<file path="src/hw/rtl/uer_pkg.sv">
// Shared types and constants for the ultrasonic echo ranger.
// Used by ultrasonic_echo_ranger_unit; depends on nothing else.
`timescale 1ns / 1ps

package uer_pkg;

   localparam int DEFAULT_COUNT_BITS = 18;

   localparam int TRIG_W  = 16;
   localparam int TOUT_W  = 18;
   localparam int HOLD_W  = 16;
   localparam int DIST_W  = 10;
   localparam int STORE_W = 12;
   localparam int REM_W   = 14;

   localparam int CSR_ADDR_W = 4;
   localparam int CSR_DATA_W = 32;

   localparam logic [TRIG_W-1:0] TRIG_RESET = TRIG_W'(24);
   localparam logic [TOUT_W-1:0] TOUT_RESET = TOUT_W'(131072);
   localparam logic [HOLD_W-1:0] HOLD_RESET = HOLD_W'(20000);
   localparam logic [DIST_W-1:0] MAXD_RESET = DIST_W'(300);

   // distance = floor(172 * floor(ticks / 2) / 10000), tracked as quotient and remainder
   localparam logic [REM_W-1:0]   CM_STEP   = REM_W'(172);
   localparam logic [REM_W-1:0]   CM_DIV    = REM_W'(10000);
   localparam logic [STORE_W-1:0] STORE_MAX = {STORE_W{1'b1}};

   typedef enum logic [1:0] {
      REG_TRIGGER_TICKS = 2'd0,
      REG_ECHO_TIMEOUT  = 2'd1,
      REG_HOLDOFF_TICKS = 2'd2,
      REG_MAX_DISTANCE  = 2'd3
   } reg_index_type;

   typedef struct packed {
      logic              trigger_level;
      logic              result_ready;
      logic [DIST_W-1:0] distance_cm;
   } result_type;

endpackage

</file>
<file path="src/hw/rtl/ultrasonic_echo_ranger_unit.sv">
// Top level of the ultrasonic echo ranger: tick-driven trigger/echo sequencer with APB registers.
// Depends on uer_pkg.
`timescale 1ns / 1ps

// Each input transfer is one 0.5 us tick and yields exactly one result transfer. The block takes
// one tick in every clock cycle while req_stall is low, and registers its result. A two-entry
// output buffer (result register plus skid register) lets the next tick enter while a result
// waits, so req_stall rises only when both entries are full. The echo distance is built
// up during the echo phase by a running quotient and remainder (add 172, subtract 10000 on wrap),
// so no divider sits in the tick path. Registers sit at byte addresses 0, 4, 8 and 12: trigger
// ticks, echo timeout ticks, holdoff ticks and maximum distance in cm; write them between
// transfers. There is no clearing pass after reset.
module ultrasonic_echo_ranger_unit #(
   parameter int COUNT_BITS = uer_pkg::DEFAULT_COUNT_BITS
) (
   input  logic                                 clock,
   input  logic                                 reset,
   input  logic                                 req_valid,
   output logic                                 req_stall,
   input  logic                                 req_start_req,
   input  logic                                 req_echo_level,
   input  logic                                 req_take_result,
   output logic                                 rsp_valid,
   input  logic                                 rsp_stall,
   output logic                                 rsp_trigger_level,
   output logic                                 rsp_result_ready,
   output logic [uer_pkg::DIST_W-1:0]           rsp_distance_cm,
   input  logic                                 psel,
   input  logic                                 penable,
   input  logic                                 pwrite,
   input  logic [uer_pkg::CSR_ADDR_W-1:0]       paddr,
   input  logic [uer_pkg::CSR_DATA_W-1:0]       pwdata,
   output logic [uer_pkg::CSR_DATA_W-1:0]       prdata,
   output logic                                 pready
);
   import uer_pkg::*;

   localparam int CMP_W = (COUNT_BITS > TOUT_W) ? COUNT_BITS : TOUT_W;
   localparam logic [COUNT_BITS-1:0] CNT_MAX = {COUNT_BITS{1'b1}};

   typedef enum logic [2:0] {
      PH_IDLE = 3'd0,
      PH_TRIG = 3'd1,
      PH_WAIT = 3'd2,
      PH_ECHO = 3'd3,
      PH_HOLD = 3'd4,
      PH_DONE = 3'd5
   } phase_type;

   logic [TRIG_W-1:0] trig_ticks_ff;
   logic [TOUT_W-1:0] tout_ticks_ff;
   logic [HOLD_W-1:0] hold_ticks_ff;
   logic [DIST_W-1:0] max_dist_ff;

   phase_type              phase_ff, phase_in;
   logic [COUNT_BITS-1:0]  cnt_ff, cnt_in;
   logic                   echo_prev_ff;
   logic [STORE_W-1:0]     store_ff, store_in;
   logic [STORE_W-1:0]     quot_ff, quot_in;
   logic [REM_W-1:0]       rem_ff, rem_in;

   result_type rsp_ff, skid_ff, result_in;
   logic       rsp_valid_ff, skid_valid_ff;

   logic                  req_xfer, rsp_xfer, csr_wr;
   reg_index_type         csr_idx;
   logic [COUNT_BITS-1:0] cnt_up;
   logic                  cnt_moved;
   logic [REM_W-1:0]      rem_sum;
   logic                  tout_hit;

   assign req_stall = skid_valid_ff;
   assign req_xfer  = req_valid && !skid_valid_ff;
   assign rsp_xfer  = rsp_valid_ff && !rsp_stall;

   assign rsp_valid         = rsp_valid_ff;
   assign rsp_trigger_level = rsp_ff.trigger_level;
   assign rsp_result_ready  = rsp_ff.result_ready;
   assign rsp_distance_cm   = rsp_ff.distance_cm;

   // configuration port
   assign pready  = 1'b1;
   assign csr_idx = reg_index_type'(paddr[3:2]);
   assign csr_wr  = psel && penable && pwrite;

   always_comb begin
      case (csr_idx)
         REG_TRIGGER_TICKS: prdata = CSR_DATA_W'(trig_ticks_ff);
         REG_ECHO_TIMEOUT:  prdata = CSR_DATA_W'(tout_ticks_ff);
         REG_HOLDOFF_TICKS: prdata = CSR_DATA_W'(hold_ticks_ff);
         REG_MAX_DISTANCE:  prdata = CSR_DATA_W'(max_dist_ff);
         default:           prdata = '0;
      endcase
   end

   always_ff @(posedge clock) begin
      if (reset) begin
         trig_ticks_ff <= TRIG_RESET;
         tout_ticks_ff <= TOUT_RESET;
         hold_ticks_ff <= HOLD_RESET;
         max_dist_ff   <= MAXD_RESET;
      end else if (csr_wr) begin
         case (csr_idx)
            REG_TRIGGER_TICKS: trig_ticks_ff <= pwdata[TRIG_W-1:0];
            REG_ECHO_TIMEOUT:  tout_ticks_ff <= pwdata[TOUT_W-1:0];
            REG_HOLDOFF_TICKS: hold_ticks_ff <= pwdata[HOLD_W-1:0];
            REG_MAX_DISTANCE:  max_dist_ff   <= pwdata[DIST_W-1:0];
            default: ;
         endcase
      end
   end

   // tick sequencer
   assign cnt_up    = (cnt_ff == CNT_MAX) ? cnt_ff : cnt_ff + 1'b1;
   assign cnt_moved = (cnt_ff != CNT_MAX);
   assign rem_sum   = rem_ff + CM_STEP;
   assign tout_hit  = (CMP_W'(cnt_up) >= CMP_W'(tout_ticks_ff)) || (cnt_up == CNT_MAX);

   always_comb begin
      phase_in = phase_ff;
      cnt_in   = cnt_ff;
      store_in = store_ff;
      quot_in  = quot_ff;
      rem_in   = rem_ff;
      if (req_take_result) begin
         phase_in = PH_IDLE;
      end
      if (req_start_req) begin
         phase_in = PH_TRIG;
         cnt_in   = '0;
      end else begin
         case (phase_in)
            PH_TRIG: begin
               cnt_in = cnt_up;
               if (CMP_W'(cnt_up) >= CMP_W'(trig_ticks_ff)) begin
                  phase_in = PH_WAIT;
                  cnt_in   = '0;
               end
            end
            PH_WAIT: begin
               if (req_echo_level && !echo_prev_ff) begin
                  phase_in = PH_ECHO;
                  cnt_in   = COUNT_BITS'(1);
                  quot_in  = '0;
                  rem_in   = '0;
               end else begin
                  cnt_in = cnt_up;
                  if (tout_hit) begin
                     phase_in = PH_HOLD;
                     cnt_in   = '0;
                  end
               end
            end
            PH_ECHO: begin
               if (!req_echo_level && echo_prev_ff) begin
                  store_in = quot_ff;
                  phase_in = PH_DONE;
               end else begin
                  cnt_in = cnt_up;
                  // half count advances on every even count
                  if (cnt_moved && !cnt_up[0]) begin
                     if (rem_sum >= CM_DIV) begin
                        rem_in = rem_sum - CM_DIV;
                        if (quot_ff != STORE_MAX) begin
                           quot_in = quot_ff + 1'b1;
                        end
                     end else begin
                        rem_in = rem_sum;
                     end
                  end
                  if (tout_hit) begin
                     phase_in = PH_HOLD;
                     cnt_in   = '0;
                  end
               end
            end
            PH_HOLD: begin
               cnt_in = cnt_up;
               if (CMP_W'(cnt_up) >= CMP_W'(hold_ticks_ff)) begin
                  store_in = STORE_W'(max_dist_ff);
                  phase_in = PH_DONE;
               end
            end
            default: ;
         endcase
      end
      result_in.trigger_level = (phase_in == PH_TRIG);
      result_in.result_ready  = (phase_in == PH_DONE);
      result_in.distance_cm   = (store_in > STORE_W'(max_dist_ff)) ? max_dist_ff
                                                                  : store_in[DIST_W-1:0];
   end

   always_ff @(posedge clock) begin
      if (reset) begin
         phase_ff     <= PH_IDLE;
         cnt_ff       <= '0;
         echo_prev_ff <= 1'b0;
         store_ff     <= '0;
      end else if (req_xfer) begin
         phase_ff     <= phase_in;
         cnt_ff       <= cnt_in;
         echo_prev_ff <= req_echo_level;
         store_ff     <= store_in;
      end
   end

   always_ff @(posedge clock) begin
      if (req_xfer) begin
         quot_ff <= quot_in;
         rem_ff  <= rem_in;
      end
   end

   // two-entry output buffer
   always_ff @(posedge clock) begin
      if (reset) begin
         rsp_valid_ff  <= 1'b0;
         skid_valid_ff <= 1'b0;
      end else if (skid_valid_ff) begin
         if (rsp_xfer) begin
            rsp_ff        <= skid_ff;
            skid_valid_ff <= 1'b0;
         end
      end else if (req_xfer) begin
         if (!rsp_valid_ff || rsp_xfer) begin
            rsp_ff       <= result_in;
            rsp_valid_ff <= 1'b1;
         end else begin
            skid_ff       <= result_in;
            skid_valid_ff <= 1'b1;
         end
      end else if (rsp_xfer) begin
         rsp_valid_ff <= 1'b0;
      end
   end

   a_skid_behind_rsp: assert property (@(posedge clock) disable iff (reset)
      skid_valid_ff |-> rsp_valid_ff)
      else $error("skid entry held without a result in front");

   a_one_flag: assert property (@(posedge clock) disable iff (reset)
      rsp_valid_ff |-> !(rsp_ff.trigger_level && rsp_ff.result_ready))
      else $error("trigger and ready flagged together");

   a_rem_bound: assert property (@(posedge clock) disable iff (reset)
      (phase_ff == PH_ECHO) |-> (rem_ff < CM_DIV))
      else $error("distance remainder out of range");

   a_echo_count: assert property (@(posedge clock) disable iff (reset)
      (phase_ff == PH_ECHO) |-> (cnt_ff != '0))
      else $error("echo phase with zero count");

   a_start_trig: assert property (@(posedge clock) disable iff (reset)
      (req_xfer && req_start_req) |=> (phase_ff == PH_TRIG))
      else $error("start did not enter trigger phase");

endmodule

</file>
<file path="config.mk">
export PLATFORM = sky130hd
export DESIGN_NAME = ultrasonic_echo_ranger_unit
export DESIGN_NICKNAME = d
export VERILOG_FILES = /design/src/hw/rtl/uer_pkg.sv /design/src/hw/rtl/ultrasonic_echo_ranger_unit.sv
export SDC_FILE = /design/constraint.sdc
export NUM_CORES = 1
export LEC_CHECK = 0
export ABC_AREA = 1
export BUFFER_PORTS_ARGS = -buffer_cell sky130_fd_sc_hd__clkbuf_2
export CORE_ASPECT_RATIO = 0.75
export CORE_UTILIZATION = 50
export DETAILED_ROUTE_END_ITERATION = 10
export PLACE_DENSITY = 0.65
export SYNTH_ARGS = -nofsm -noshare
export SYNTH_HDL_FRONTEND = slang
export SYNTH_SLANG_ARGS = --single-unit
</file>
<file path="constraint.sdc">
create_clock -name clock -period 5.66 [get_ports clock]
set_input_delay 0.849 -clock clock [delete_from_list [all_inputs] [get_ports clock]]
set_output_delay 0.849 -clock clock [all_outputs]
set_load 0.1 [all_outputs]
</file>
# Word-level counts from Yosys, hierarchy flattened
# Index checks and enable logic that the tools add are counted.
dict set report word_totals {
  inputBits 46
  regBits 146
  output_inout_bits 47
}
dict set report classes {
  n_eq_ne 21
  reduce_logical 31
  n_lt_le_gt_ge 5
  bitwise_logic 4
  mux 43
  n_addsub 4
}
# op n
set op_table {}
lappend op_table {{$mux W12} 12}
lappend op_table {{$pmux W32 S4} 1}
lappend op_table {{$mux W18} 6}
lappend op_table {{$pmux W18 S4} 1}
lappend op_table {{$mux W14} 4}
lappend op_table {{$pmux W12 S2} 2}
lappend op_table {{$eq A18 B18 Y1 const B} 2}
lappend op_table {{$ge A18 B16 Y1} 2}
lappend op_table {{$pmux W14 S2} 1}
lappend op_table {{$mux W3} 7}
lappend op_table {{$add A18 B1 Y18 const B} 1}
lappend op_table {{$ge A18 B18 Y1} 1}
lappend op_table {{$ne A18 B18 Y1 const B} 1}
lappend op_table {{$add A14 B8 Y14 const B} 1}
lappend op_table {{$ge A14 B14 Y1 const B} 1}
lappend op_table {{$sub A14 B14 Y14 const B} 1}
lappend op_table {{$add A12 B1 Y12 const B} 1}
lappend op_table {{$gt A12 B10 Y1} 1}
lappend op_table {{$ne A12 B12 Y1 const B} 1}
lappend op_table {{$pmux W3 S4} 1}
lappend op_table {{$mux W10} 1}
lappend op_table {{$ne A2 B2 Y1 const B} 5}
lappend op_table {{$reduce_and A2 Y1} 4}
lappend op_table {{$reduce_and A4 Y1} 2}
lappend op_table {{other kinds (18)} 48}

# Depth between registers and ports, before layout
dict set report depth {
  ltp_word 12
  mapped_depth 39
  depth_no_buf 37
}

# Worst setup path after synthesis
# OpenSTA, ideal clock, no wires.
dict set report synth_timing {
  path_kind {reg-to-reg}
  start {register cnt_ff[0]}
  end {register skid_ff[1] (netlist bit) (data pin)}
  arrival_ns 4.495
  stages_incl_launch_ff 34
  period_less_slack_ns 4.749
  slack_ns 0.911
  path_buffers 3
  setup_ns 0.255
  path_cell_list {dfxtp_1 > ha_1 > inv_1 > nor2_4 > nand2_2 > nor2_1 > nand2_1 > buf_2 > clkbuf_1 > nand2_1 > ha_1 > a21oi_1 > nor2_1 > a211oi_1 > nand2_1 > nand2_1 > buf_1 > nand3_1 > nand3_1 > nand2_1 > a21oi_1 > inv_1 > ha_1 > a21oi_1 > o21ai_0 > nand2_1 > o211ai_1 > nand3_1 > nand2_1 > o41ai_1 > nand3_1 > nor2_2 > nand2_1 > and2_1}
}
# item line
set synth_lines {}
lappend synth_lines {{start: declaration} ultrasonic_echo_ranger_unit.sv:56} ;# logic [COUNT_BITS-1:0] cnt_ff, cnt_in;
lappend synth_lines {{start signal: assignment} ultrasonic_echo_ranger_unit.sv:201} ;# cnt_ff <= cnt_in;
lappend synth_lines {{end signal: assignment} ultrasonic_echo_ranger_unit.sv:229} ;# skid_ff <= result_in;
lappend synth_lines {{end: declaration} ultrasonic_echo_ranger_unit.sv:62} ;# result_type rsp_ff, skid_ff, result_in;

# Worst setup path after layout
dict set report layout_timing {
  start {register cnt_ff[0]}
  end {register rsp_ff, in the netlist rsp_distance_cm[0] (data pin)}
}
dict set report layout_between {
  elab_chain_len 11
}
# item line
set layout_lines {}
lappend layout_lines {{$add A18 B1 Y18 / $eq A18 B18 Y1 (equally long branches)} ultrasonic_echo_ranger_unit.sv:114} ;# assign cnt_up = (cnt_ff == CNT_MAX) ? cnt_ff : cnt_ff + 1'b1;
lappend layout_lines {{$mux W18 (*)} ultrasonic_echo_ranger_unit.sv:114}
lappend layout_lines {{$ge A18 B16 Y1 (*)} ultrasonic_echo_ranger_unit.sv:179} ;# if (CMP_W'(cnt_up) >= CMP_W'(hold_ticks_ff)) begin
lappend layout_lines {{$mux W12 (*)} ultrasonic_echo_ranger_unit.sv:179}
lappend layout_lines {{$pmux W12 S2 (*)} ultrasonic_echo_ranger_unit.sv:132} ;# case (phase_in)
lappend layout_lines {{$mux W12 (*)} ultrasonic_echo_ranger_unit.sv:128} ;# if (req_start_req) begin
lappend layout_lines {{net store_in[3]} ultrasonic_echo_ranger_unit.sv:58} ;# logic [STORE_W-1:0] store_ff, store_in;
lappend layout_lines {{$gt A12 B10 Y1 (*)} ultrasonic_echo_ranger_unit.sv:189} ;# result_in.distance_cm = (store_in > STORE_W'(max_dist_ff)) ? max_dist_ff
lappend layout_lines {{$mux W10 (*)} ultrasonic_echo_ranger_unit.sv:189}
lappend layout_lines {{$mux W12 (*)} ultrasonic_echo_ranger_unit.sv:225} ;# if (!rsp_valid_ff || rsp_xfer) begin
lappend layout_lines {{$mux W12 (*)} ultrasonic_echo_ranger_unit.sv:224} ;# end else if (req_xfer) begin
lappend layout_lines {{$mux W12 (*)} ultrasonic_echo_ranger_unit.sv:219} ;# end else if (skid_valid_ff) begin
lappend layout_lines {{end signal: assignment} ultrasonic_echo_ranger_unit.sv:221} ;# rsp_ff <= skid_ff;
lappend layout_lines {{end signal: assignment} ultrasonic_echo_ranger_unit.sv:226} ;# rsp_ff <= result_in;
lappend layout_lines {{end: declaration} ultrasonic_echo_ranger_unit.sv:62}
# The timed path passes the listed nets; every way through them passes the cells marked *. The select of a mux whose other input is x is not followed.
# A chain may end at the register's enable or synchronous reset.

==> summary.txt <==
Synth
  – Top-count cell post-synth: nand2_1
  – Largest family of logic cells by synthesized area: simple AND/OR/NAND/NOR gates
  – Seq/Total Area, Yosys: 0.362
  – Netlist Area Pre-Place: 9300 um2
  – Synthesized flop and latch total: 144
  – Mux cell area share after synthesis: 0
  – Synth cell count leaders: nand2_1 (293), inv_1 (173), a21oi_1 (131), o21ai_0 (110), nor2_1 (101)
  – Post-synthesis average cell area: 7.13 um2
  – Compound-Gate Fraction of Synth Area: 0.183
  – Ranking of synthesized cells by area: dfxtp_1 (21%), edfxtp_1 (15%), nand2_1 (12%)
  – Synth Area in Adders: 0.0901
  – Yosys warns: 0
  – Synth top area share: 0.207
  – Number of synthesized flops with an enable pin: 48
  – Simple-gate share of the synthesized area: 0.248
  – Synthesized instance count: between 1000 and 1500
  – Synth cell types: 48
  – Top_reg_cell synth: dfxtp_1
  – Post-Synth XOR/XNOR Area: 0.0122
  – Largest area contributor in the netlist: dfxtp_1
  – Post-synthesis async set-or-reset flop share: 0

STA
  – Setup violators final: 0
  – Slew Limit Headroom: 0.331
  – Highest clock rate: between 150 and 200 MHz
  – Worst-Margin Slew: 1.00 ns
  – Final Cycle Share: 0.923
  – Tmin final: 5.23 ns
  – Clk_skew: 0.00795 ns
  – Final worst slack: about 0.43 ns
  – Final hold violations: 0
  – Max-slew violations: 0
  – Setup_tns: 0 ns

Drt
  – Antenna Violating Nets Remaining: 0
  – DR WL/cell: 16.2 um
  – Vias/cell: 5.47
  – Drt pass-1 iters: 5
  – Via Count: between 8000 and 9000
  – Remaining DRCs: 0
  – Drt total wl: 26500 um
  – Iteration-0 DRC Markers: 1070

Clock tree
  – Post-CTS Setup Repair Bufs: 0
  – Clock Sinks: 144
  – Num CTS Buffers: 17
  – Clock latency on the worst-skew pair: ~0.43 ns
  – Max clock buf depth: 2
  – CTS resizes: 0
  – Hold buffer count at cts: 0
  – Clk pin slew, worst setup/hold paths: 0.06 ns
  – CTS tree: built
  – Root Driver: clkbuf_16
  – Number of H-tree levels: 4

Finish
  – Multi-input logic area: 5070 um2
  – Register area: 3360 um2
  – # diodes: 0
  – Filler instances: around 1700
  – Finished Layout Cells: between 1500 and 2000
  – Share of layout cells above drive strength 1: 0.119
  – Nets@finish: 1494
  – Layout area overhead: 14.3%
  – Fin util: 0.593

Setup path
  – Critical path launch point type: flop
  – CP max stage delay: about 0.38 ns
  – CP Class: reg -> reg
  – Most frequent CP cell: nand2_1
  – Slowest stage cell, crit path: dfxtp_2
  – Top fanout value on the critical path: 11
  – Worst EP arrival: 5.40 ns
  – WP data required: between 5 and 6 ns
  – CP endpoint kind: flop

Global routing
  – Grt met2 use: 0.403
  – Initial antenna violation count: 0
  – Gr usage total: 0.286
  – Total congestion overflow: 0
  – First-pass GRT wire length: 42500 um
  – Number of global-route vias before repair: 7984
  – M1 GR Usage: 0.446
  – GR Util met3: 0.0557
  – Pin count of the biggest net entering global routing: 68
  – Top Usage Layer GRT: met1

Floorplan
  – Die W: around 160 um
  – Area of the core: 17900 um2
  – Die footprint: roughly 19000 um2
  – # rows: 42
  – Initial core utilization: 0.519
  – DIE HEIGHT: 120 um
  – Ports: 93

Worst hold path
  – Min-delay worst type: reg -> reg

Power and ir drop
  – Overall power consumption: 2.77 mW
  – Pwr/cell area: 261 nW/um2
  – P_leak: 4.91 nW
  – Max IR drop VDD: between 0.00015 and 0.0002 V

Run status
  – Outcome: completed

Placed design
  – PortBufs: 61
  – Gpl congestion: between 0.9 and 1
  – Place WS: 0.483 ns
  – Placed Cells: 1604
  – DP HPWL: 19700 um

Run
  – Max Cap Viol: 0
[layout make-up]
| type | instances | share of cell area |
|---|---|---|
| inverters | 177 | 0.0625 |
| repair buffers | 101 | 0.0570 |
| multi-input cells | 940 | 0.477 |
| clock inverters | 14 | 0.0180 |
| well taps | 242 | 0.0285 |
| clock buffers | 18 | 0.0404 |
| flip-flops and latches | 144 | 0.317 |
[report_power, final]
group | internal [mW] | switching (mW) | leakage, nW
clock network | 0.736 | 0.464 | 0.294
registers | 1.10 | 0.0137 | 1.21
logic | 0.107 | 0.347 | 3.41
[per-stage QoR]
stage	hold slack, ns	cell area (um2)
6_report	0.482	10600
5_1_grt	0.496	10600
4_1_cts	0.480	10600
3_5_place_dp	0.472	9970
3_3_place_gp	0.470	9970
2_1_floorplan	0.450	9350
[final timing paths]
path	startpoint	end	slack, ns	cells after the start
setup / recovery	cnt_ff[0]	rsp_distance_cm[0]	0.43	39
hold / removal	hold_ticks_ff[1]	hold_ticks_ff[1]	0.48	2
setup reg to reg	cnt_ff[0]	rsp_distance_cm[0]	0.43	39
hold reg to reg	hold_ticks_ff[1]	hold_ticks_ff[1]	0.48	2
[flip-flops by register name (all words and copies together) (netlist names)]
name / cells
echo_prev_ff: 1
rsp_result_ready: 1
quot_ff: 12
store_ff: 12
skid_ff: 12
rsp_valid: 1
rem_ff: 12
rsp_distance_cm: 10
rsp_trigger_level: 1
cnt_ff: 18
tout_ticks_ff: 18
max_dist_ff: 10
phase_ff: 3
req_stall: 1
hold_ticks_ff: 16
trig_ticks_ff: 16
[cells in the final DEF (no fill, tap or decap), drive strengths merged, types with 9 or more instances in the layout]
master  instances
nand2         298
inv           174
a21oi         134
o21ai         120
nor2          107
dfxtp          96
nand3          88
clkbuf         79
ha             67
edfxtp         48
buf            40
o211ai         17
nand4          15
conb           15
and2           12
clkinv         10
nor3            9
[per-layer routing]
| metal | up-vias | share of wire |
|---|---|---|
| met5 | - | 0 |
| met4 | 0 | 0.011 |
| met3 | 26 | 0.086 |
| met2 | 370 | 0.40 |
| met1 | 4089 | 0.51 |
| li1 | 4472 | - |
[worst max-delay path: cells and delay by family (launching register included)]
kind | cells | cell delay [ns]
buffers and inverters | 6 | 0.66
DFF | 1 | 0.38
and+or+nand+nor | 24 | 2.21
adders and majority gates | 4 | 1.12
AOI/OAI and AO/OA | 5 | 0.64
[logic make-up (layout without fill, tap and decap cells)]
group | after synthesis | after routing
AND/OR/NAND/NOR | 539 | 539
flip-flops | 144 | 144
other | 2 | 15
AO/OA/AOI/OAI | 306 | 306
XOR/XNOR | 13 | 13
adder cells (fa/ha/maj) | 67 | 67
buffers and inverters | 234 | 310
No activity file was read; power rests on OpenSTA's default activity.
